<file path="config.mk">
export PLATFORM = sky130hd
export DESIGN_NAME = evpid_cfg_regs
export DESIGN_NICKNAME = d
export VERILOG_FILES = /design/src/rtl/core/encoder_velocity_pid_loop_top_macros.svh /design/src/rtl/core/evpid_pkg.sv /design/src/rtl/core/evpid_cfg_regs.sv
export SDC_FILE = /design/constraint.sdc
export NUM_CORES = 1
export LEC_CHECK = 0
export ABC_AREA = 1
export BUFFER_PORTS_ARGS = -buffer_cell sky130_fd_sc_hd__buf_2
export CAP_MARGIN = 25
export CORE_MARGIN = 8
export CORE_UTILIZATION = 45
export CTS_BUF_LIST = sky130_fd_sc_hd__clkbuf_4 sky130_fd_sc_hd__clkbuf_8
export CTS_CLUSTER_SIZE = 20
export DETAILED_ROUTE_END_ITERATION = 10
export PLACE_DENSITY = 0.79
export SYNTH_ARGS = -nofsm -noshare
export SYNTH_HDL_FRONTEND = slang
export SYNTH_SLANG_ARGS = --single-unit
</file>
<file path="constraint.sdc">
create_clock -name clk -period 1.7 [get_ports clk]
set_clock_uncertainty 0.2 [all_clocks]
set_input_delay 0.34 -clock clk [delete_from_list [all_inputs] [get_ports clk]]
set_output_delay 0.34 -clock clk [all_outputs]
set_load 0.05 [all_outputs]
</file>
<file path="src/rtl/core/encoder_velocity_pid_loop_top_macros.svh">
// Assertion macros used by the velocity PID loop sequencer.
`ifndef ENCODER_VELOCITY_PID_LOOP_TOP_MACROS_SVH
`define ENCODER_VELOCITY_PID_LOOP_TOP_MACROS_SVH

// Same-cycle implication, disabled during reset
`define EVPID_ASSERT_IMP(lbl, ck, rn, ante, cons, msg) \
  lbl: assert property (@(posedge ck) disable iff (!rn) (ante) |-> (cons)) else $error(msg);

// Next-cycle implication, disabled during reset
`define EVPID_ASSERT_NXT(lbl, ck, rn, ante, cons, msg) \
  lbl: assert property (@(posedge ck) disable iff (!rn) (ante) |=> (cons)) else $error(msg);

`endif

</file>
<file path="src/rtl/core/evpid_pkg.sv">
// Types, widths, constants and helpers of the velocity PID loop.
`default_nettype none
package evpid_pkg;

  localparam int CNT_W      = 16;
  localparam int CMD_W      = 8;
  localparam int VEL_W      = 32;
  localparam int GAIN_W     = 24;
  localparam int FW_W       = 17;
  localparam int UL_W       = 7;
  localparam int LL_W       = 8;
  localparam int DRV_W      = 8;
  localparam int CFG_IDX_W  = 3;
  localparam int CFG_DATA_W = 24;

  // Shared multiplier: signed A times unsigned B
  localparam int OPA_W  = 33;
  localparam int OPB_W  = 25;
  localparam int PROD_W = OPA_W + OPB_W + 1;
  // Working width for sums before saturation or clamping
  localparam int WIDE_W = PROD_W + 2;

  typedef enum logic [CFG_IDX_W-1:0] {
    CFG_PROP_GAIN    = 3'd0,
    CFG_INTEG_GAIN   = 3'd1,
    CFG_DERIV_GAIN   = 3'd2,
    CFG_TICKS_TO_VEL = 3'd3,
    CFG_FILTER_WT    = 3'd4,
    CFG_CMD_TO_VEL   = 3'd5,
    CFG_UPPER_LIM    = 3'd6,
    CFG_LOWER_LIM    = 3'd7
  } cfg_idx_e;

  typedef struct packed {
    logic [GAIN_W-1:0] prop_gain;
    logic [GAIN_W-1:0] integ_gain_dt;
    logic [GAIN_W-1:0] deriv_gain_over_dt;
    logic [GAIN_W-1:0] ticks_to_velocity;
    logic [FW_W-1:0]   filter_weight;
    logic [GAIN_W-1:0] command_to_velocity;
    logic [UL_W-1:0]   drive_upper_limit;
    logic [LL_W-1:0]   drive_lower_limit;
  } cfg_t;

  localparam cfg_t CFG_RESET = '{
    prop_gain:           24'd65536,
    integ_gain_dt:       24'd328,
    deriv_gain_over_dt:  24'd0,
    ticks_to_velocity:   24'd65536,
    filter_weight:       17'd16384,
    command_to_velocity: 24'd655,
    drive_upper_limit:   7'd100,
    drive_lower_limit:   8'h9C
  };

  typedef struct packed {
    logic             issue;
    logic [OPA_W-1:0] a;
    logic [OPB_W-1:0] b;
  } mul_req_t;

  localparam logic signed [WIDE_W-1:0] WIDE_VMAX =
    {{(WIDE_W-VEL_W+1){1'b0}}, {(VEL_W-1){1'b1}}};
  localparam logic signed [WIDE_W-1:0] WIDE_VMIN =
    {{(WIDE_W-VEL_W+1){1'b1}}, {(VEL_W-1){1'b0}}};

  function automatic logic signed [WIDE_W-1:0] ext_vel(input logic signed [VEL_W-1:0] v);
    return {{(WIDE_W-VEL_W){v[VEL_W-1]}}, v};
  endfunction

  function automatic logic signed [WIDE_W-1:0] ext_prod(input logic signed [PROD_W-1:0] v);
    return {{(WIDE_W-PROD_W){v[PROD_W-1]}}, v};
  endfunction

  // Saturate to the signed 32-bit range
  function automatic logic signed [VEL_W-1:0] sat_vel(input logic signed [WIDE_W-1:0] v);
    logic signed [VEL_W-1:0] r;
    if (v > WIDE_VMAX) begin
      r = {1'b0, {(VEL_W-1){1'b1}}};
    end else if (v < WIDE_VMIN) begin
      r = {1'b1, {(VEL_W-1){1'b0}}};
    end else begin
      r = v[VEL_W-1:0];
    end
    return r;
  endfunction

  // Upper bound first, then lower bound, so the lower one wins when they cross
  function automatic logic signed [VEL_W-1:0] clamp_lim(input logic signed [WIDE_W-1:0] v,
                                                        input logic signed [VEL_W-1:0] lo,
                                                        input logic signed [VEL_W-1:0] hi);
    logic signed [WIDE_W-1:0] t;
    logic signed [VEL_W-1:0]  r;
    t = (v > ext_vel(hi)) ? ext_vel(hi) : v;
    r = (t < ext_vel(lo)) ? lo : t[VEL_W-1:0];
    return r;
  endfunction

endpackage
`default_nettype wire

</file>
<file path="src/rtl/core/evpid_cfg_regs.sv">
// Configuration register file of the velocity PID loop.
`default_nettype none
module evpid_cfg_regs (
  input  logic                             clk,
  input  logic                             rst_n,
  input  logic                             cfg_we,
  input  logic [evpid_pkg::CFG_IDX_W-1:0]  cfg_index,
  input  logic [evpid_pkg::CFG_DATA_W-1:0] cfg_data,
  output evpid_pkg::cfg_t                  cfg
);
  import evpid_pkg::*;

  cfg_t cfg_r, cfg_nxt;

  // Register write decode; each field keeps its low bits
  always_comb begin
    cfg_nxt = cfg_r;
    if (cfg_we) begin
      unique case (cfg_idx_e'(cfg_index))
        CFG_PROP_GAIN:    cfg_nxt.prop_gain           = cfg_data[GAIN_W-1:0];
        CFG_INTEG_GAIN:   cfg_nxt.integ_gain_dt       = cfg_data[GAIN_W-1:0];
        CFG_DERIV_GAIN:   cfg_nxt.deriv_gain_over_dt  = cfg_data[GAIN_W-1:0];
        CFG_TICKS_TO_VEL: cfg_nxt.ticks_to_velocity   = cfg_data[GAIN_W-1:0];
        CFG_FILTER_WT:    cfg_nxt.filter_weight       = cfg_data[FW_W-1:0];
        CFG_CMD_TO_VEL:   cfg_nxt.command_to_velocity = cfg_data[GAIN_W-1:0];
        CFG_UPPER_LIM:    cfg_nxt.drive_upper_limit   = cfg_data[UL_W-1:0];
        CFG_LOWER_LIM:    cfg_nxt.drive_lower_limit   = cfg_data[LL_W-1:0];
      endcase
    end
  end

  always_ff @(posedge clk) begin
    if (!rst_n) begin
      cfg_r <= CFG_RESET;
    end else begin
      cfg_r <= cfg_nxt;
    end
  end

  assign cfg = cfg_r;

endmodule
`default_nettype wire

</file>
Yosys cells after proc, flatten, opt, wreduce, memory -nomap -nowiden
Cells that the tools add are included.

Flip-flop bits (word level): 152. Bits in latches: 0. Bits in writable memories: 0. Memory bits (read-only): 0. Bits of input ports: 30. Output and inout bits: 152. Word-level logic and storage cells: 24. Memories kept: 0.

Add/sub/neg operators: 0. $mul: 0. Div/mod/pow operators: 0. Order comparisons: 0. Equal/unequal tests: 7. Shift operators: 0. Muxes and demuxes: 0. Bitwise gates (word level): 0. Reductions and logical operators: 9.

Operator list (count): 2-bit AND reduction (8); 3-bit == test (second input constant) (4); 3-bit by 2-bit == test with 1-bit output (second input constant) (2); 3-bit by 1-bit == test with 1-bit output (second input constant) (1); 3-bit zero test (1).

Depth between registers and ports, before layout
Depth in word-level cells: 2. Mapped depth: 7. Gate-level depth less buffers: 5.

Least setup slack after synthesis
Ideal clock, no wire load.

Path kind: input to register. Start point: in cfg_index[2] (netlist name). End point: reg cfg_r (netlist bit cfg[23]). Library setup time: 114 ps. Arrival time: 1036 ps. Required time: 1386 ps. Path slack: 350 ps. Stages on the path: 6. Buffers on the path: 1. Cells stage by stage: nand2_1 -> inv_1 -> clkbuf_1 -> nand3_1 -> nand2_1 -> nor2_1.

Longest elaborated chain between the ends: 2.

Ends and longest elaborated chain: start, declared (line evpid_cfg_regs.sv:7) `input logic [evpid_pkg::CFG_IDX_W-1:0] cfg_index,`; 3-bit == test (line evpid_cfg_regs.sv:19) `unique case (cfg_idx_e'(cfg_index))`; 2-bit AND reduction (no line); end signal, assigned (line evpid_cfg_regs.sv:36) `cfg_r <= cfg_nxt;`; end, declared (line evpid_cfg_regs.sv:13) `cfg_t cfg_r, cfg_nxt;`.

No other way between the ends. A chain may end at the register's enable or synchronous reset.

Worst setup path in the final report
Start point: reg cfg_r (netlist bit cfg[18]). End point: out cfg[18] (netlist name).

RTL lines: end, declared (line evpid_cfg_regs.sv:9) `output evpid_pkg::cfg_t cfg`.

No word-level cell between the ends.

==> run metrics <==
status=finished, final reports clean; PnR worst setup slack=56.0 ps; share of post-route cells with drive strength above 1=24.0%; most congested layer reported by global routing=met2; maximum number of pins on one net before global-route repair=58; synthesized area per cell=6.95 µm²; flop and latch count out of synthesis=152; maximum cell stage delay along the critical path=370 ps; max FFs per register=152; placement-stage worst setup slack=109 ps; Area Growth Syn to Fin=31.2%; Die Footprint=0.0171 mm²; register area share after synthesis=51.5%; die boundary width=131 µm; half-perimeter wire length after placement=13200 µm; CTS tree=built; Overall Power=7.96 mW; cell count of the worst reg-to-reg path=2; Placed Instances=1177; count of unresolved DRC violations after routing=0; number of vias after detailed routing=6018; maximum ir drop on the vdd rail=0.636 mV; average via count per standard cell=4.92; Initial Utilization=45.3%; RSZ-0062 raised after global routing=false; total stage count of the critical path=1; biggest area consumer among synthesized cells=sky130_fd_sc_hd__dfxtp_1; cell count after synthesis=850; Post-Route WL=18600 µm; count of buffers inserted at the top-level ports=181; cell chain of the critical path=buf_2; Net Count, Synth=880; Worst Setup End Kind=output port; GR Layer Usage met1=27.1%; Rows=42; clock-pin transition on the worst setup and hold timing paths=80 ps; critical path launch point type=register; Max Clk Rate=0.608 GHz; routed wirelength normalized by instance count=15.2 µm; data required time of the critical path=1160 ps; final setup violation count=0; Clock Sinks=152; worst-case headroom to the max-slew limit=72.5%; crit path max-delay cell type=sky130_fd_sc_hd__dfxtp_1; count of nets left with antenna violations after detail routing=0; number of iterations in the first detailed-routing pass=7; final net count=1063; Hold Vio Cnt, Final=0; Max-Cap Viols=0; biggest area contributors in the synthesized netlist=sky130_fd_sc_hd__dfxtp_1 (52%), sky130_fd_sc_hd__nor2_1 (17%), sky130_fd_sc_hd__nand3_1 (13%); met2 Use GR=34.5%; summed instance area of the synthesized netlist=0.00591 mm²; critical path's top delay family=flip-flops; crit path max fanout=2; time the worst path needs with I/O delays and setup=1640 ps; clock latency on the worst-skew pair=440 ps; sum of negative setup slack=0 ps; worst setup path class=reg -> out; clock buffers created by TritonCTS=17; antenna violations before repair=0; Hold Path Depth=5; routing usage on met3=7.02%; Iteration-0 DRC Markers=445; number of pins with negative max-slew slack in the final report=0; placeable core region=0.0130 mm²; non-filler cells, final=1222; slew at the pin with the worst max-slew slack=412 ps; critical path arrival=1100 ps; buffers from clock root to sink, at most=2; number of placed I/O pins=182; height of the die=131 µm; area share of the largest cell type after synthesis=51.5%; CP Buf/Inv Count=1; count of antenna diodes in the layout=0; crit share post-route=96.7%; leakage power total=3.82 nW; classification of the worst-slack hold path=in -> reg; total power divided by cell area=1030 mW/mm²; count of buffers added by post-CTS timing repair for setup=0; Cell variety after synth=11; count of yosys warnings during synthesis=0; vias in the first global route=5451; final design instance area without fill=0.00775 mm²; remaining global-route overflow=0; area post-placement=0.00720 mm²; cell at the root of the clock tree=sky130_fd_sc_hd__clkbuf_8; H-tree depth=4; global-route wire length before repair=28700 µm; global routing usage summed across all routing layers=21.8%; routability cong.=0.817
-- synth_stat cells --
master and count:
sky130_fd_sc_hd__buf_2 34, sky130_fd_sc_hd__inv_2 2, sky130_fd_sc_hd__o21ai_0 2, sky130_fd_sc_hd__nand3_1 148, sky130_fd_sc_hd__dfxtp_1 152, sky130_fd_sc_hd__inv_1 29
sky130_fd_sc_hd__clkbuf_1 13, sky130_fd_sc_hd__nor2_1 272, sky130_fd_sc_hd__buf_1 9, sky130_fd_sc_hd__nand2_1 183, sky130_fd_sc_hd__nor2_2 6
-- where the power goes --
group          switching, mW  internal (mW)
Clock                   1.33           1.60
Combinational          0.941          0.340
Sequential            0.0665           3.68
Total                   2.34           5.62
-- routing by layer --
layer / wire [µm] / up-vias
met2: 8630 / 232
met5: 0 / -
li1: - / 3010
met4: 452 / 0
met1: 7740 / 2746
met3: 1810 / 30
-- final cells by class --
type | instances | area, µm²
Clock buffer | 18 | 241
Clock inverter | 14 | 181
Fill cell | 1252 | 5280
Inverter | 31 | 116
Multi-Input combinational cell | 611 | 2520
Sequential cell | 152 | 3040
Tap cell | 176 | 220
Timing Repair Buffer | 220 | 1430
-- repair_timing --
action                    4_1_cts  5_1_grt
hold buffers                   13        0
hold endpoints to repair       24        0
gates resized for setup         0        0
-- cells by family (layout without fill, tap and decap cells) --
logic type	count (synthesis)	after routing	synth area share, %
and+or+nand+nor	609	609	42.1
buffers and inverters	87	283	6.25
DFF	152	152	51.5
AOI/OAI and AO/OA	2	2	0.169
-- layout by cell type (no fill, tap or decap) --
master                          count
sky130_fd_sc_hd__inv_2              2
sky130_fd_sc_hd__buf_12            16
sky130_fd_sc_hd__clkinvlp_4         3
sky130_fd_sc_hd__nor2_4             2
sky130_fd_sc_hd__nor2_1           268
sky130_fd_sc_hd__dlygate4sd3_1     13
sky130_fd_sc_hd__o21ai_0            2
sky130_fd_sc_hd__dfxtp_1          152
sky130_fd_sc_hd__clkinv_2           6
sky130_fd_sc_hd__buf_4             11
sky130_fd_sc_hd__buf_2            180
sky130_fd_sc_hd__inv_1             29
sky130_fd_sc_hd__nand2_1          183
sky130_fd_sc_hd__nor2_2             8
sky130_fd_sc_hd__nand3_1          148
sky130_fd_sc_hd__clkbuf_8          17
sky130_fd_sc_hd__bufinv_16          4
sky130_fd_sc_hd__clkinv_4           1
sky130_fd_sc_hd__clkbuf_4           1
-- worst register-to-register path, stage by stage, from the launching register on --
cell                      delay, ps
sky130_fd_sc_hd__dfxtp_1        320
sky130_fd_sc_hd__nor2_1         120
sky130_fd_sc_hd__nor2_1          60
-- worst paths after layout --
path | startpoint | endpoint | slack [ps]
setup / recovery | cfg[18]$_SDFFE_PN1P_ | cfg[18] | 60
hold / removal | cfg_data[17] | cfg[145]$_SDFFE_PN0P_ | 110
setup reg to reg | cfg[0]$_SDFFE_PN0P_ | cfg[0]$_SDFFE_PN0P_ | 890
hold reg to reg | cfg[10]$_SDFFE_PN1P_ | cfg[10]$_SDFFE_PN1P_ | 260
-- per-stage QoR --
step           utilization [%]  hold slack, ps
6_report                  59.5             109
5_1_grt                   59.5             112
4_1_cts                   59.5            65.0
3_5_place_dp              55.2             240
3_3_place_gp              55.2             235
2_1_floorplan                -             253
Power figures use the tool's default switching activity.
