## src/rtl/core/encoder_velocity_pid_loop_top_macros.svh

```systemverilog
// Assertion macros used by the velocity PID loop sequencer.
`ifndef ENCODER_VELOCITY_PID_LOOP_TOP_MACROS_SVH
`define ENCODER_VELOCITY_PID_LOOP_TOP_MACROS_SVH

// Same-cycle implication, disabled during reset
`define EVPID_ASSERT_IMP(lbl, ck, rn, ante, cons, msg) \
  lbl: assert property (@(posedge ck) disable iff (!rn) (ante) |-> (cons)) else $error(msg);

// Next-cycle implication, disabled during reset
`define EVPID_ASSERT_NXT(lbl, ck, rn, ante, cons, msg) \
  lbl: assert property (@(posedge ck) disable iff (!rn) (ante) |=> (cons)) else $error(msg);

`endif

```

## src/rtl/core/evpid_pkg.sv

```systemverilog
// Types, widths, constants and helpers of the velocity PID loop.
`default_nettype none
package evpid_pkg;

  localparam int CNT_W      = 16;
  localparam int CMD_W      = 8;
  localparam int VEL_W      = 32;
  localparam int GAIN_W     = 24;
  localparam int FW_W       = 17;
  localparam int UL_W       = 7;
  localparam int LL_W       = 8;
  localparam int DRV_W      = 8;
  localparam int CFG_IDX_W  = 3;
  localparam int CFG_DATA_W = 24;

  // Shared multiplier: signed A times unsigned B
  localparam int OPA_W  = 33;
  localparam int OPB_W  = 25;
  localparam int PROD_W = OPA_W + OPB_W + 1;
  // Working width for sums before saturation or clamping
  localparam int WIDE_W = PROD_W + 2;

  typedef enum logic [CFG_IDX_W-1:0] {
    CFG_PROP_GAIN    = 3'd0,
    CFG_INTEG_GAIN   = 3'd1,
    CFG_DERIV_GAIN   = 3'd2,
    CFG_TICKS_TO_VEL = 3'd3,
    CFG_FILTER_WT    = 3'd4,
    CFG_CMD_TO_VEL   = 3'd5,
    CFG_UPPER_LIM    = 3'd6,
    CFG_LOWER_LIM    = 3'd7
  } cfg_idx_e;

  typedef struct packed {
    logic [GAIN_W-1:0] prop_gain;
    logic [GAIN_W-1:0] integ_gain_dt;
    logic [GAIN_W-1:0] deriv_gain_over_dt;
    logic [GAIN_W-1:0] ticks_to_velocity;
    logic [FW_W-1:0]   filter_weight;
    logic [GAIN_W-1:0] command_to_velocity;
    logic [UL_W-1:0]   drive_upper_limit;
    logic [LL_W-1:0]   drive_lower_limit;
  } cfg_t;

  localparam cfg_t CFG_RESET = '{
    prop_gain:           24'd65536,
    integ_gain_dt:       24'd328,
    deriv_gain_over_dt:  24'd0,
    ticks_to_velocity:   24'd65536,
    filter_weight:       17'd16384,
    command_to_velocity: 24'd655,
    drive_upper_limit:   7'd100,
    drive_lower_limit:   8'h9C
  };

  typedef struct packed {
    logic             issue;
    logic [OPA_W-1:0] a;
    logic [OPB_W-1:0] b;
  } mul_req_t;

  localparam logic signed [WIDE_W-1:0] WIDE_VMAX =
    {{(WIDE_W-VEL_W+1){1'b0}}, {(VEL_W-1){1'b1}}};
  localparam logic signed [WIDE_W-1:0] WIDE_VMIN =
    {{(WIDE_W-VEL_W+1){1'b1}}, {(VEL_W-1){1'b0}}};

  function automatic logic signed [WIDE_W-1:0] ext_vel(input logic signed [VEL_W-1:0] v);
    return {{(WIDE_W-VEL_W){v[VEL_W-1]}}, v};
  endfunction

  function automatic logic signed [WIDE_W-1:0] ext_prod(input logic signed [PROD_W-1:0] v);
    return {{(WIDE_W-PROD_W){v[PROD_W-1]}}, v};
  endfunction

  // Saturate to the signed 32-bit range
  function automatic logic signed [VEL_W-1:0] sat_vel(input logic signed [WIDE_W-1:0] v);
    logic signed [VEL_W-1:0] r;
    if (v > WIDE_VMAX) begin
      r = {1'b0, {(VEL_W-1){1'b1}}};
    end else if (v < WIDE_VMIN) begin
      r = {1'b1, {(VEL_W-1){1'b0}}};
    end else begin
      r = v[VEL_W-1:0];
    end
    return r;
  endfunction

  // Upper bound first, then lower bound, so the lower one wins when they cross
  function automatic logic signed [VEL_W-1:0] clamp_lim(input logic signed [WIDE_W-1:0] v,
                                                        input logic signed [VEL_W-1:0] lo,
                                                        input logic signed [VEL_W-1:0] hi);
    logic signed [WIDE_W-1:0] t;
    logic signed [VEL_W-1:0]  r;
    t = (v > ext_vel(hi)) ? ext_vel(hi) : v;
    r = (t < ext_vel(lo)) ? lo : t[VEL_W-1:0];
    return r;
  endfunction

endpackage
`default_nettype wire

```

## src/rtl/core/evpid_in_if.sv

```systemverilog
// Input channel: encoder count and speed command per control tick.
`default_nettype none
interface evpid_in_if;
  logic              valid;
  logic              ready;
  logic [15:0]       encoder_count;
  logic signed [7:0] speed_command;

  modport source (output valid, output encoder_count, output speed_command, input ready);
  modport sink   (input valid, input encoder_count, input speed_command, output ready);
endinterface
`default_nettype wire

```

## src/rtl/core/evpid_out_if.sv

```systemverilog
// Result channel: motor drive and filtered velocity.
`default_nettype none
interface evpid_out_if;
  logic               valid;
  logic               ready;
  logic signed [7:0]  motor_drive;
  logic signed [31:0] filtered_velocity;

  modport source (output valid, output motor_drive, output filtered_velocity, input ready);
  modport sink   (input valid, input motor_drive, input filtered_velocity, output ready);
endinterface
`default_nettype wire

```

## src/rtl/core/evpid_seq.sv

```systemverilog
// Sequencer and datapath registers of the velocity PID loop.
`default_nettype none
`include "encoder_velocity_pid_loop_top_macros.svh"
module evpid_seq #(
  parameter int unsigned FRAC_BITS = 16
) (
  input  logic                                clk,
  input  logic                                rst_n,
  evpid_in_if.sink                            in_ch,
  evpid_out_if.source                         out_ch,
  input  evpid_pkg::cfg_t                     cfg,
  output evpid_pkg::mul_req_t                 mreq,
  input  logic signed [evpid_pkg::PROD_W-1:0] prod_r
);
  import evpid_pkg::*;

  typedef enum logic [10:0] {
    S_IDLE   = 11'b000_0000_0001,
    S_RAW    = 11'b000_0000_0010,
    S_LEAK   = 11'b000_0000_0100,
    S_NEW    = 11'b000_0000_1000,
    S_SMOOTH = 11'b000_0001_0000,
    S_ERR    = 11'b000_0010_0000,
    S_PROP   = 11'b000_0100_0000,
    S_INTEG  = 11'b000_1000_0000,
    S_DERIV  = 11'b001_0000_0000,
    S_SUM    = 11'b010_0000_0000,
    S_FIN    = 11'b100_0000_0000
  } state_t;

  localparam logic [OPB_W-1:0]        ONE_W    = OPB_W'(1) << FRAC_BITS;
  localparam logic signed [VEL_W:0]   RND_BIAS = ((VEL_W+1)'(1) << FRAC_BITS) - (VEL_W+1)'(1);

  state_t state_r, state_nxt;
  logic   out_valid_r, out_valid_nxt;

  // Loop state
  logic [CNT_W-1:0]        prev_count_r;
  logic signed [VEL_W-1:0] smoothed_r;
  logic signed [VEL_W-1:0] integral_r;
  logic signed [VEL_W-1:0] last_error_r;

  // Per-item working registers
  logic signed [CMD_W-1:0]  cmd_r;
  logic signed [CNT_W-1:0]  delta_r;
  logic [OPB_W-1:0]         w_eff_r;
  logic [OPB_W-1:0]         w_comp_r;
  logic signed [VEL_W-1:0]  raw_r;
  logic signed [PROD_W-1:0] acc_r;
  logic signed [VEL_W-1:0]  error_r;
  logic signed [VEL_W:0]    ediff_r;
  logic signed [PROD_W-1:0] p_r;
  logic signed [VEL_W-1:0]  sum_r;
  logic signed [DRV_W-1:0]  out_drive_r;
  logic signed [VEL_W-1:0]  out_vel_r;

  logic                     accept;
  logic                     fin_fire;
  logic [OPB_W-1:0]         fw_ext;
  logic [OPB_W-1:0]         w_eff;
  logic signed [VEL_W-1:0]  lo_lim;
  logic signed [VEL_W-1:0]  hi_lim;
  logic signed [PROD_W-1:0] prod_sh;
  logic signed [PROD_W:0]   smooth_sum;
  logic signed [PROD_W:0]   smooth_sh;
  logic signed [VEL_W-1:0]  raw_nxt;
  logic signed [VEL_W-1:0]  smooth_nxt;
  logic signed [VEL_W-1:0]  err_nxt;
  logic signed [VEL_W:0]    ediff_nxt;
  logic signed [VEL_W-1:0]  integ_nxt;
  logic signed [VEL_W-1:0]  sum_nxt;
  logic signed [VEL_W:0]    sum_ext;
  logic signed [VEL_W:0]    drive_full;
  logic signed [VEL_W-1:0]  lo_base;
  logic signed [VEL_W-1:0]  hi_base;

  assign accept   = in_ch.valid && in_ch.ready;
  assign fin_fire = (state_r == S_FIN) && (!out_valid_r || out_ch.ready);

  // Filter weight saturates at one
  assign fw_ext = {{(OPB_W-FW_W){1'b0}}, cfg.filter_weight};
  assign w_eff  = (fw_ext > ONE_W) ? ONE_W : fw_ext;

  // Drive limits scaled to fixed point
  assign lo_base = {{(VEL_W-LL_W){cfg.drive_lower_limit[LL_W-1]}}, cfg.drive_lower_limit};
  assign hi_base = {{(VEL_W-UL_W){1'b0}}, cfg.drive_upper_limit};
  assign lo_lim  = lo_base <<< FRAC_BITS;
  assign hi_lim  = hi_base <<< FRAC_BITS;

  // Post-multiply arithmetic; the shifts floor toward minus infinity
  always_comb begin
    prod_sh    = prod_r >>> FRAC_BITS;
    raw_nxt    = sat_vel(ext_prod(prod_r));
    smooth_sum = {acc_r[PROD_W-1], acc_r} + {prod_r[PROD_W-1], prod_r};
    smooth_sh  = smooth_sum >>> FRAC_BITS;
    smooth_nxt = sat_vel({smooth_sh[PROD_W], smooth_sh});
    err_nxt    = sat_vel(ext_prod(prod_r) - ext_vel(smoothed_r));
    ediff_nxt  = {error_r[VEL_W-1], error_r} - {last_error_r[VEL_W-1], last_error_r};
    integ_nxt  = clamp_lim(ext_vel(integral_r) + ext_prod(prod_sh), lo_lim, hi_lim);
    sum_nxt    = clamp_lim(ext_prod(p_r) + ext_vel(integral_r) + ext_prod(prod_sh),
                           lo_lim, hi_lim);
    // Truncate toward zero: bias negative values before the shift
    sum_ext    = {sum_r[VEL_W-1], sum_r};
    if (sum_r[VEL_W-1]) begin
      drive_full = (sum_ext + RND_BIAS) >>> FRAC_BITS;
    end else begin
      drive_full = sum_ext >>> FRAC_BITS;
    end
  end

  // Multiplier operand select per step
  always_comb begin
    mreq.issue = 1'b0;
    mreq.a     = '0;
    mreq.b     = '0;
    unique case (state_r)
      S_RAW: begin
        mreq.issue = 1'b1;
        mreq.a     = {{(OPA_W-CNT_W){delta_r[CNT_W-1]}}, delta_r};
        mreq.b     = {1'b0, cfg.ticks_to_velocity};
      end
      S_LEAK: begin
        mreq.issue = 1'b1;
        mreq.a     = {smoothed_r[VEL_W-1], smoothed_r};
        mreq.b     = w_comp_r;
      end
      S_NEW: begin
        mreq.issue = 1'b1;
        mreq.a     = {raw_r[VEL_W-1], raw_r};
        mreq.b     = w_eff_r;
      end
      S_SMOOTH: begin
        mreq.issue = 1'b1;
        mreq.a     = {{(OPA_W-CMD_W){cmd_r[CMD_W-1]}}, cmd_r};
        mreq.b     = {1'b0, cfg.command_to_velocity};
      end
      S_PROP: begin
        mreq.issue = 1'b1;
        mreq.a     = {error_r[VEL_W-1], error_r};
        mreq.b     = {1'b0, cfg.prop_gain};
      end
      S_INTEG: begin
        mreq.issue = 1'b1;
        mreq.a     = {error_r[VEL_W-1], error_r};
        mreq.b     = {1'b0, cfg.integ_gain_dt};
      end
      S_DERIV: begin
        mreq.issue = 1'b1;
        mreq.a     = ediff_r;
        mreq.b     = {1'b0, cfg.deriv_gain_over_dt};
      end
      default: ;
    endcase
  end

  // Step sequencer
  always_comb begin
    state_nxt = state_r;
    unique case (state_r)
      S_IDLE:   if (accept) state_nxt = S_RAW;
      S_RAW:    state_nxt = S_LEAK;
      S_LEAK:   state_nxt = S_NEW;
      S_NEW:    state_nxt = S_SMOOTH;
      S_SMOOTH: state_nxt = S_ERR;
      S_ERR:    state_nxt = S_PROP;
      S_PROP:   state_nxt = S_INTEG;
      S_INTEG:  state_nxt = S_DERIV;
      S_DERIV:  state_nxt = S_SUM;
      S_SUM:    state_nxt = S_FIN;
      S_FIN:    if (fin_fire) state_nxt = S_IDLE;
      default:  state_nxt = S_IDLE;
    endcase
  end

  // Output register valid
  always_comb begin
    out_valid_nxt = out_valid_r;
    if (fin_fire) begin
      out_valid_nxt = 1'b1;
    end else if (out_ch.ready) begin
      out_valid_nxt = 1'b0;
    end
  end

  // Control and loop state
  always_ff @(posedge clk) begin
    if (!rst_n) begin
      state_r      <= S_IDLE;
      out_valid_r  <= 1'b0;
      prev_count_r <= '0;
      smoothed_r   <= '0;
      integral_r   <= '0;
      last_error_r <= '0;
    end else begin
      state_r     <= state_nxt;
      out_valid_r <= out_valid_nxt;
      if (accept) begin
        prev_count_r <= in_ch.encoder_count;
      end
      if (state_r == S_SMOOTH) begin
        smoothed_r <= smooth_nxt;
      end
      if (state_r == S_DERIV) begin
        integral_r <= integ_nxt;
      end
      // Zero command stops the loop and clears the integral and the last error
      if (fin_fire) begin
        if (cmd_r == '0) begin
          integral_r   <= '0;
          last_error_r <= '0;
        end else begin
          last_error_r <= error_r;
        end
      end
    end
  end

  // Working registers
  always_ff @(posedge clk) begin
    if (accept) begin
      cmd_r    <= in_ch.speed_command;
      delta_r  <= in_ch.encoder_count - prev_count_r;
      w_eff_r  <= w_eff;
      w_comp_r <= ONE_W - w_eff;
    end
    if (state_r == S_LEAK)  raw_r   <= raw_nxt;
    if (state_r == S_NEW)   acc_r   <= prod_r;
    if (state_r == S_ERR)   error_r <= err_nxt;
    if (state_r == S_PROP)  ediff_r <= ediff_nxt;
    if (state_r == S_INTEG) p_r     <= prod_sh;
    if (state_r == S_SUM)   sum_r   <= sum_nxt;
    if (fin_fire) begin
      out_drive_r <= (cmd_r == '0) ? '0 : drive_full[DRV_W-1:0];
      out_vel_r   <= smoothed_r;
    end
  end

  assign in_ch.ready              = (state_r == S_IDLE);
  assign out_ch.valid             = out_valid_r;
  assign out_ch.motor_drive       = out_drive_r;
  assign out_ch.filtered_velocity = out_vel_r;

  `EVPID_ASSERT_NXT(a_busy_after_accept, clk, rst_n, accept, !in_ch.ready, "input taken while an item is in flight")
  `EVPID_ASSERT_NXT(a_zero_cmd_clears, clk, rst_n, fin_fire && (cmd_r == '0), (out_drive_r == '0) && (integral_r == '0) && (last_error_r == '0), "zero command did not stop the loop")
  `EVPID_ASSERT_IMP(a_out_from_fin, clk, rst_n, $rose(out_valid_r), $past(state_r == S_FIN), "result raised outside the final step")

endmodule
`default_nettype wire

```

## src/flat_wrapper.sv

```systemverilog
// flat-port wrapper written by rule: the top's interface ports become plain ports
module evpid_seq_flat import evpid_pkg::*;
#(
  parameter int unsigned FRAC_BITS = 16
)
  (clk, rst_n, cfg, mreq, prod_r, in_ch_valid, in_ch_encoder_count, in_ch_speed_command, in_ch_ready, out_ch_valid, out_ch_motor_drive, out_ch_filtered_velocity, out_ch_ready);
  evpid_in_if in_ch_i ();
  evpid_out_if out_ch_i ();
  input  logic clk;
  input  logic rst_n;
  input  evpid_pkg::cfg_t cfg;
  output evpid_pkg::mul_req_t mreq;
  input  logic signed [evpid_pkg::PROD_W-1:0] prod_r;
  input wire logic [$bits(in_ch_i.valid)-1:0] in_ch_valid;
  input wire logic [$bits(in_ch_i.encoder_count)-1:0] in_ch_encoder_count;
  input wire logic [$bits(in_ch_i.speed_command)-1:0] in_ch_speed_command;
  output wire logic [$bits(in_ch_i.ready)-1:0] in_ch_ready;
  output wire logic [$bits(out_ch_i.valid)-1:0] out_ch_valid;
  output wire logic [$bits(out_ch_i.motor_drive)-1:0] out_ch_motor_drive;
  output wire logic [$bits(out_ch_i.filtered_velocity)-1:0] out_ch_filtered_velocity;
  input wire logic [$bits(out_ch_i.ready)-1:0] out_ch_ready;
  assign in_ch_i.valid = in_ch_valid;
  assign in_ch_i.encoder_count = in_ch_encoder_count;
  assign in_ch_i.speed_command = in_ch_speed_command;
  assign in_ch_ready = in_ch_i.ready;
  assign out_ch_valid = out_ch_i.valid;
  assign out_ch_motor_drive = out_ch_i.motor_drive;
  assign out_ch_filtered_velocity = out_ch_i.filtered_velocity;
  assign out_ch_i.ready = out_ch_ready;
  evpid_seq #(.FRAC_BITS(FRAC_BITS)) u_core (.clk(clk), .rst_n(rst_n), .in_ch(in_ch_i), .out_ch(out_ch_i), .cfg(cfg), .mreq(mreq), .prod_r(prod_r));
endmodule
```

## config.mk

```make
export PLATFORM = sky130hd
export DESIGN_NAME = evpid_seq_flat
export DESIGN_NICKNAME = d
export VERILOG_FILES = /design/src/rtl/core/evpid_pkg.sv /design/src/rtl/core/evpid_in_if.sv /design/src/rtl/core/evpid_out_if.sv /design/src/rtl/core/evpid_seq.sv /design/src/flat_wrapper.sv
export VERILOG_INCLUDE_DIRS = /design/src /design/src/rtl/core
export SDC_FILE = /design/constraint.sdc
export NUM_CORES = 1
export LEC_CHECK = 0
export BUFFER_PORTS_ARGS = -buffer_cell sky130_fd_sc_hd__buf_2
export CORE_UTILIZATION = 23
export CTS_BUF_LIST = sky130_fd_sc_hd__clkbuf_4 sky130_fd_sc_hd__clkbuf_8
export DETAILED_ROUTE_END_ITERATION = 7
export SYNTH_ARGS = -nofsm -noshare
export SYNTH_HDL_FRONTEND = slang
export SYNTH_SLANG_ARGS = --single-unit
```

## constraint.sdc

```tcl
create_clock -name clk -period 32.7 [get_ports clk]
set_clock_uncertainty 0.15 [all_clocks]
set_input_delay 6.54 -clock clk [delete_from_list [all_inputs] [get_ports clk]]
set_output_delay 6.54 -clock clk [all_outputs]
set_load 0.02 [all_outputs]
```

# Word-level counts from Yosys, hierarchy flattened
# Cells that the tools add are included.
# word_totals
n_memories,0
ramBits,0
output_inout_bits,101
latch_bits,0
rom_bits,0
wordCells,79
ff_bits,469
# classes
n_eq_ne,13
bitwise,0
muxes,20
shift,0
n_mul,0
magnitude_cmp,11
div_mod_pow,0
addsub,9
reduce_logical,7
# ops
operator,n
59-bit one-hot mux with 7 select lines,1
32-bit 2-to-1 mux,10
61-bit by 24-bit > comparator with 1-bit output,2
61-bit by 24-bit < comparator with 1-bit output,2
61-bit 2-to-1 mux,2
11-bit one-hot mux with 11 select lines,1
61-bit by 32-bit > comparator with 1-bit output (second input constant),1
61-bit by 32-bit < comparator with 1-bit output (second input constant),1
59-bit by 59-bit adder with 60-bit output,1
59-bit by 32-bit subtractor with 60-bit output,1
59-bit by 32-bit > comparator with 1-bit output (second input constant),1
59-bit by 32-bit < comparator with 1-bit output (second input constant),1
44-bit by 43-bit adder with 45-bit output,1
32-bit by 43-bit adder with 44-bit output,1
43-bit by 32-bit adder with 44-bit output,1
44-bit by 32-bit > comparator with 1-bit output (second input constant),1
44-bit by 32-bit < comparator with 1-bit output (second input constant),1
32-bit by 32-bit subtractor with 33-bit output,1
17-bit by 25-bit subtractor with 25-bit output (first input constant),1
24-bit by 17-bit adder with 24-bit output (second input constant),1
11-bit 2-to-1 mux,2
17-bit > comparator (second input constant),1
17-bit 2-to-1 mux,1
16-bit subtractor,1
21 further kinds,23

# Depth between registers and ports, before layout
# logic_depth
word_depth,8
mapped_depth,46
depth_no_buf,42

# Worst setup path before layout
# OpenSTA, ideal clock, no wires.
# synth_timing
path_kind,input to register
from,input port prod_r[17] in the netlist's numbering
to,register u_core.sum_r[12] (data pin)
stages,46
setup_time_ns,0.259
t_required_ns,32.291
arrival_ns,14.414
slack_ns,17.877
cell_sequence,fa_1 ha_1 inv_1 fa_1 nand2b_1 a21o_1 a21oi_1 o211ai_1 nor2_1 nor2_1 o21ai_0 xor2_1 ha_1 nor2b_1 o21ai_0 nand2b_1 a21oi_1 nor2b_1 (+10 left out) clkbuf_1 nor2_1 ha_1 a21o_1 a21o_1 a21oi_1 o21ai_0 a221o_1 a31o_2 a21oi_1 o211ai_1 a21o_1 nor2_1 or2_2 buf_1 or2_1 buf_2 nor2_1
# synth_between
elab_chain_cells,4
# synth_lines
item,line,rtl
start: declaration,flat_wrapper.sv:13,input logic signed [evpid_pkg::PROD_W-1:0] prod_r;
44-bit by 43-bit adder with 45-bit output (*),evpid_seq.sv:100,"sum_nxt = clamp_lim(ext_prod(p_r) + ext_vel(integral_r) + ext_prod(prod_sh),"
61-bit by 24-bit > comparator with 1-bit output,evpid_pkg.sv:94,t = (v > ext_vel(hi)) ? ext_vel(hi) : v;
61-bit 2-to-1 mux (*),evpid_pkg.sv:94,
61-bit by 24-bit < comparator with 1-bit output,evpid_pkg.sv:95,r = (t < ext_vel(lo)) ? lo : t[VEL_W-1:0];
end signal: assignment,evpid_seq.sv:231,if (state_r == S_SUM) sum_r <= sum_nxt;
end: declaration,evpid_seq.sv:53,logic signed [VEL_W-1:0] sum_r;
# Every way passes the cells marked *; elsewhere a longest branch is shown, timed or not.
# A chain may end at the register's enable or synchronous reset.

# Worst setup path after layout
# layout_timing
from,input port prod_r[17] in the netlist's numbering
to,register u_core.sum_r[14] (data pin)
# The elaborated chain is that of the path after synthesis.

==> results.toml <==
[run_status]
outcome = "finished clean"

[floorplanning]
num_rows = 142
pin_count = 340
core_area_um2 = 150000
initial_core_util = 0.232
die-area_um2 = 153000
die_h_um = 391
die_w_um = 391

[logic_synthesis]
synthFlopType = "edfxtp_1"
synth_edf_count = 329
yosysSeqAreaShare = 0.355
synth_area_per_cell_um2 = 9.15
yosysWarnings = 0
syn_area_um2 = 34800
synthCells = 3809
synthArstFlopShare = 0
ys_types = 96
ys_seq_elements = 453

[clocking]
postCtsSetupBuffers = 0
cts_tree = "done"
cts-resized-gates = 0
clk_pin_slew_worst_paths_ns = 0.06
htree_levels = 3
numCtsBuffers = 84
cts.sinks = 453
clk-insertion-delay-late_ns = 0.76
clk_path_buf_depth = 3
cts_root_buf = "clkbuf_8"
ctsHoldBuffers = 0

[timing]
slew_headroom = 0.265
setup_tns_ns = 0
rsz0062_at_grt = "no"
finalMaxSlewViolations = 0
fin_crit_ns = 15.54
final-hold-violation-count = 0
setup_viol = 0
fmax_mhz = 64.3
worstMarginPinSlew_ns = 1.10
fin_crit_sh = 0.475

[power_and_ir_drop]
ir_drop_uv = 26.6
total_power_mw = 1.55
powerDensity_nw_per_um2 = 38.1
leakage_nw = 16.3

[setup_path]
rrSetupSlack_ns = 22.78
cp-start-kind = "input pin"
crit_slowest_cell = "a41oi_4"
slowest_delay_ns = 0.80
r2r_start = "u_core.p_r[1]"
critPathKind = "in2reg"
arrival_ns = 15.87
crit_start = "prod_r[17]"
worstPathMaxFanout = 31
setup.worst_path.end_class = "flip-flop"
ff2ff_path_depth = 41
critical_path_required_ns = 33.03
crit-reg2reg-capture = "u_core.sum_r[14]"

[layout]
final_cell_mix = "nand2_1 (391), buf_2 (339), edfxtp_1 (329)"
fin_nets = 4722
fillers = 16000
final_util = 0.271
stdcell_area_um2 = 40700
layout_commonest_cell = "nand2_1"
area_growth_syn_to_layout_pct = 16.7
finalNonFillerCells = 6207
drive_above_1_share = 0.146

[hold_path]
worstHoldStart = "u_core.last_error_r[12]"
hold_path.class = "reg2reg"
min_path_cells = 2
hold-path-endpoint = "u_core.last_error_r[12]"

[placed_design]
hpwl_um = 97000
finalWeightedCongestion = 0.893
numPortBuffers = 339
placed_cell_area_um2 = 38800
dp_cells = 6043

[route]
ant_nets = 0
route.detailed.drc = 0
drt_iter0_markers = 2525
post_drt_wl_per_cell_um = 20.1
drt_pre_antenna_iters = 8
vias = 31100
routed_wl_um = 125000
routed_via_density = 5.01

[grt]
grt_pass1_wl_um = 182000
grt_usage = 0.157
grt_start_max_net_pins = 68
grt_pass1_vias = 29200
grt_overflow = 0
grt_antenna_before_repair = 20

[flow_run]
max_cap_violations = 0
## state kept, by name, indices dropped and copies added (netlist names), 25 cells and up
register and flops:
u_core.acc_r 59, u_core.raw_r 32, u_core.sum_r 25, u_core.out_ch.filtered_velocity 32, u_core.error_r 32, u_core.w_comp_r 25, u_core.p_r 43, u_core.smoothed_r 32
u_core.integral_r 32, u_core.last_error_r 32, u_core.ediff_r 33
## per-stage QoR
step	hold slack, ns	setup slack [ns]
2_1_floorplan	0.281	17.88
3_3_place_gp	0.288	16.50
5_1_grt	0.316	16.47
3_5_place_dp	0.293	16.45
4_1_cts	0.302	17.22
6_report	0.301	17.16
## metal layers
layer,GRT usage,part of all wire
met2,0.245,0.45
met3,0.0409,0.086
met1,0.200,0.42
met5,0,0.00071
met4,0.0752,0.044
## synth_stat cells (12+ instances only)
library cell / number / area share
a211o_1: 17 / 0.0043
a211oi_1: 36 / 0.0078
a21boi_0: 38 / 0.0082
a21o_1: 167 / 0.036
a21oi_1: 286 / 0.041
a221oi_1: 17 / 0.0043
a222oi_1: 36 / 0.010
a22o_1: 16 / 0.0040
a22oi_1: 62 / 0.013
a31oi_1: 40 / 0.0072
and2_1: 29 / 0.0052
and3_1: 24 / 0.0043
and4_1: 14 / 0.0035
clkbuf_1: 141 / 0.015
dfxtp_1: 124 / 0.071
edfxtp_1: 329 / 0.28
fa_1: 48 / 0.028
ha_1: 322 / 0.12
inv_1: 213 / 0.023
mux2i_1: 15 / 0.0043
nand2_1: 392 / 0.042
nand2b_1: 38 / 0.0068
nand3_1: 107 / 0.015
nand3b_1: 12 / 0.0026
nand4_1: 76 / 0.014
nor2_1: 292 / 0.031
nor2b_1: 43 / 0.0077
nor3_1: 47 / 0.0068
nor3b_1: 23 / 0.0050
nor4_1: 34 / 0.0061
o211ai_1: 36 / 0.0078
o21a_1: 29 / 0.0062
o21ai_0: 176 / 0.025
o21bai_1: 29 / 0.0062
o221a_2: 31 / 0.010
o31ai_1: 23 / 0.0050
or2_2: 16 / 0.0029
or3_1: 31 / 0.0056
xnor2_1: 130 / 0.033
xor2_1: 79 / 0.020
## final cells by class
class | instances | area, um^2 | share of cell area
multi-input combinational | 2990 | 21200 | 0.521
sequential | 453 | 12400 | 0.304
tap | 2016 | 2520 | 0.0620
timing repair buffer | 371 | 1940 | 0.0476
clock buffer | 117 | 1480 | 0.0364
inverter | 213 | 800 | 0.0197
clock inverter | 40 | 354 | 0.00871
antenna | 7 | 17.5 | 0.000431
## cell families after synthesis
group / Yosys count / share of synthesized area
compound gates: 1156 / 0.229
flops: 453 / 0.355
buf+inv: 369 / 0.0404
simple gates: 1222 / 0.170
fa+ha+maj: 370 / 0.143
other cells: 1 / 0.000108
xor+xnor: 209 / 0.0525
mux: 29 / 0.00991
## worst max-delay path by stage
stage	endpoint	cells past startpoint
global placement	u_core.sum_r[14]	42
floorplan	u_core.sum_r[12]	46
detailed placement	u_core.sum_r[4]	42
CTS	u_core.sum_r[4]	42
global route	u_core.sum_r[5]	42
finish	u_core.sum_r[14]	42
## worst max-delay path, delay by kind of cell
kind | cells | cell delay (ns)
and+or+nand+nor | 14 | 2.08
xor gates and xnor gates | 1 | 0.25
buffers and inverters | 3 | 0.35
adders and majority gates | 6 | 2.21
AOI/OAI and AO/OA | 18 | 4.40
## where the power goes
group	internal [mW]	switching, mW	total (mW)
Clock	0.336	0.271	0.606
Combinational	0.111	0.191	0.301
Sequential	0.635	0.00701	0.642
Power figures use the tool's default switching activity.
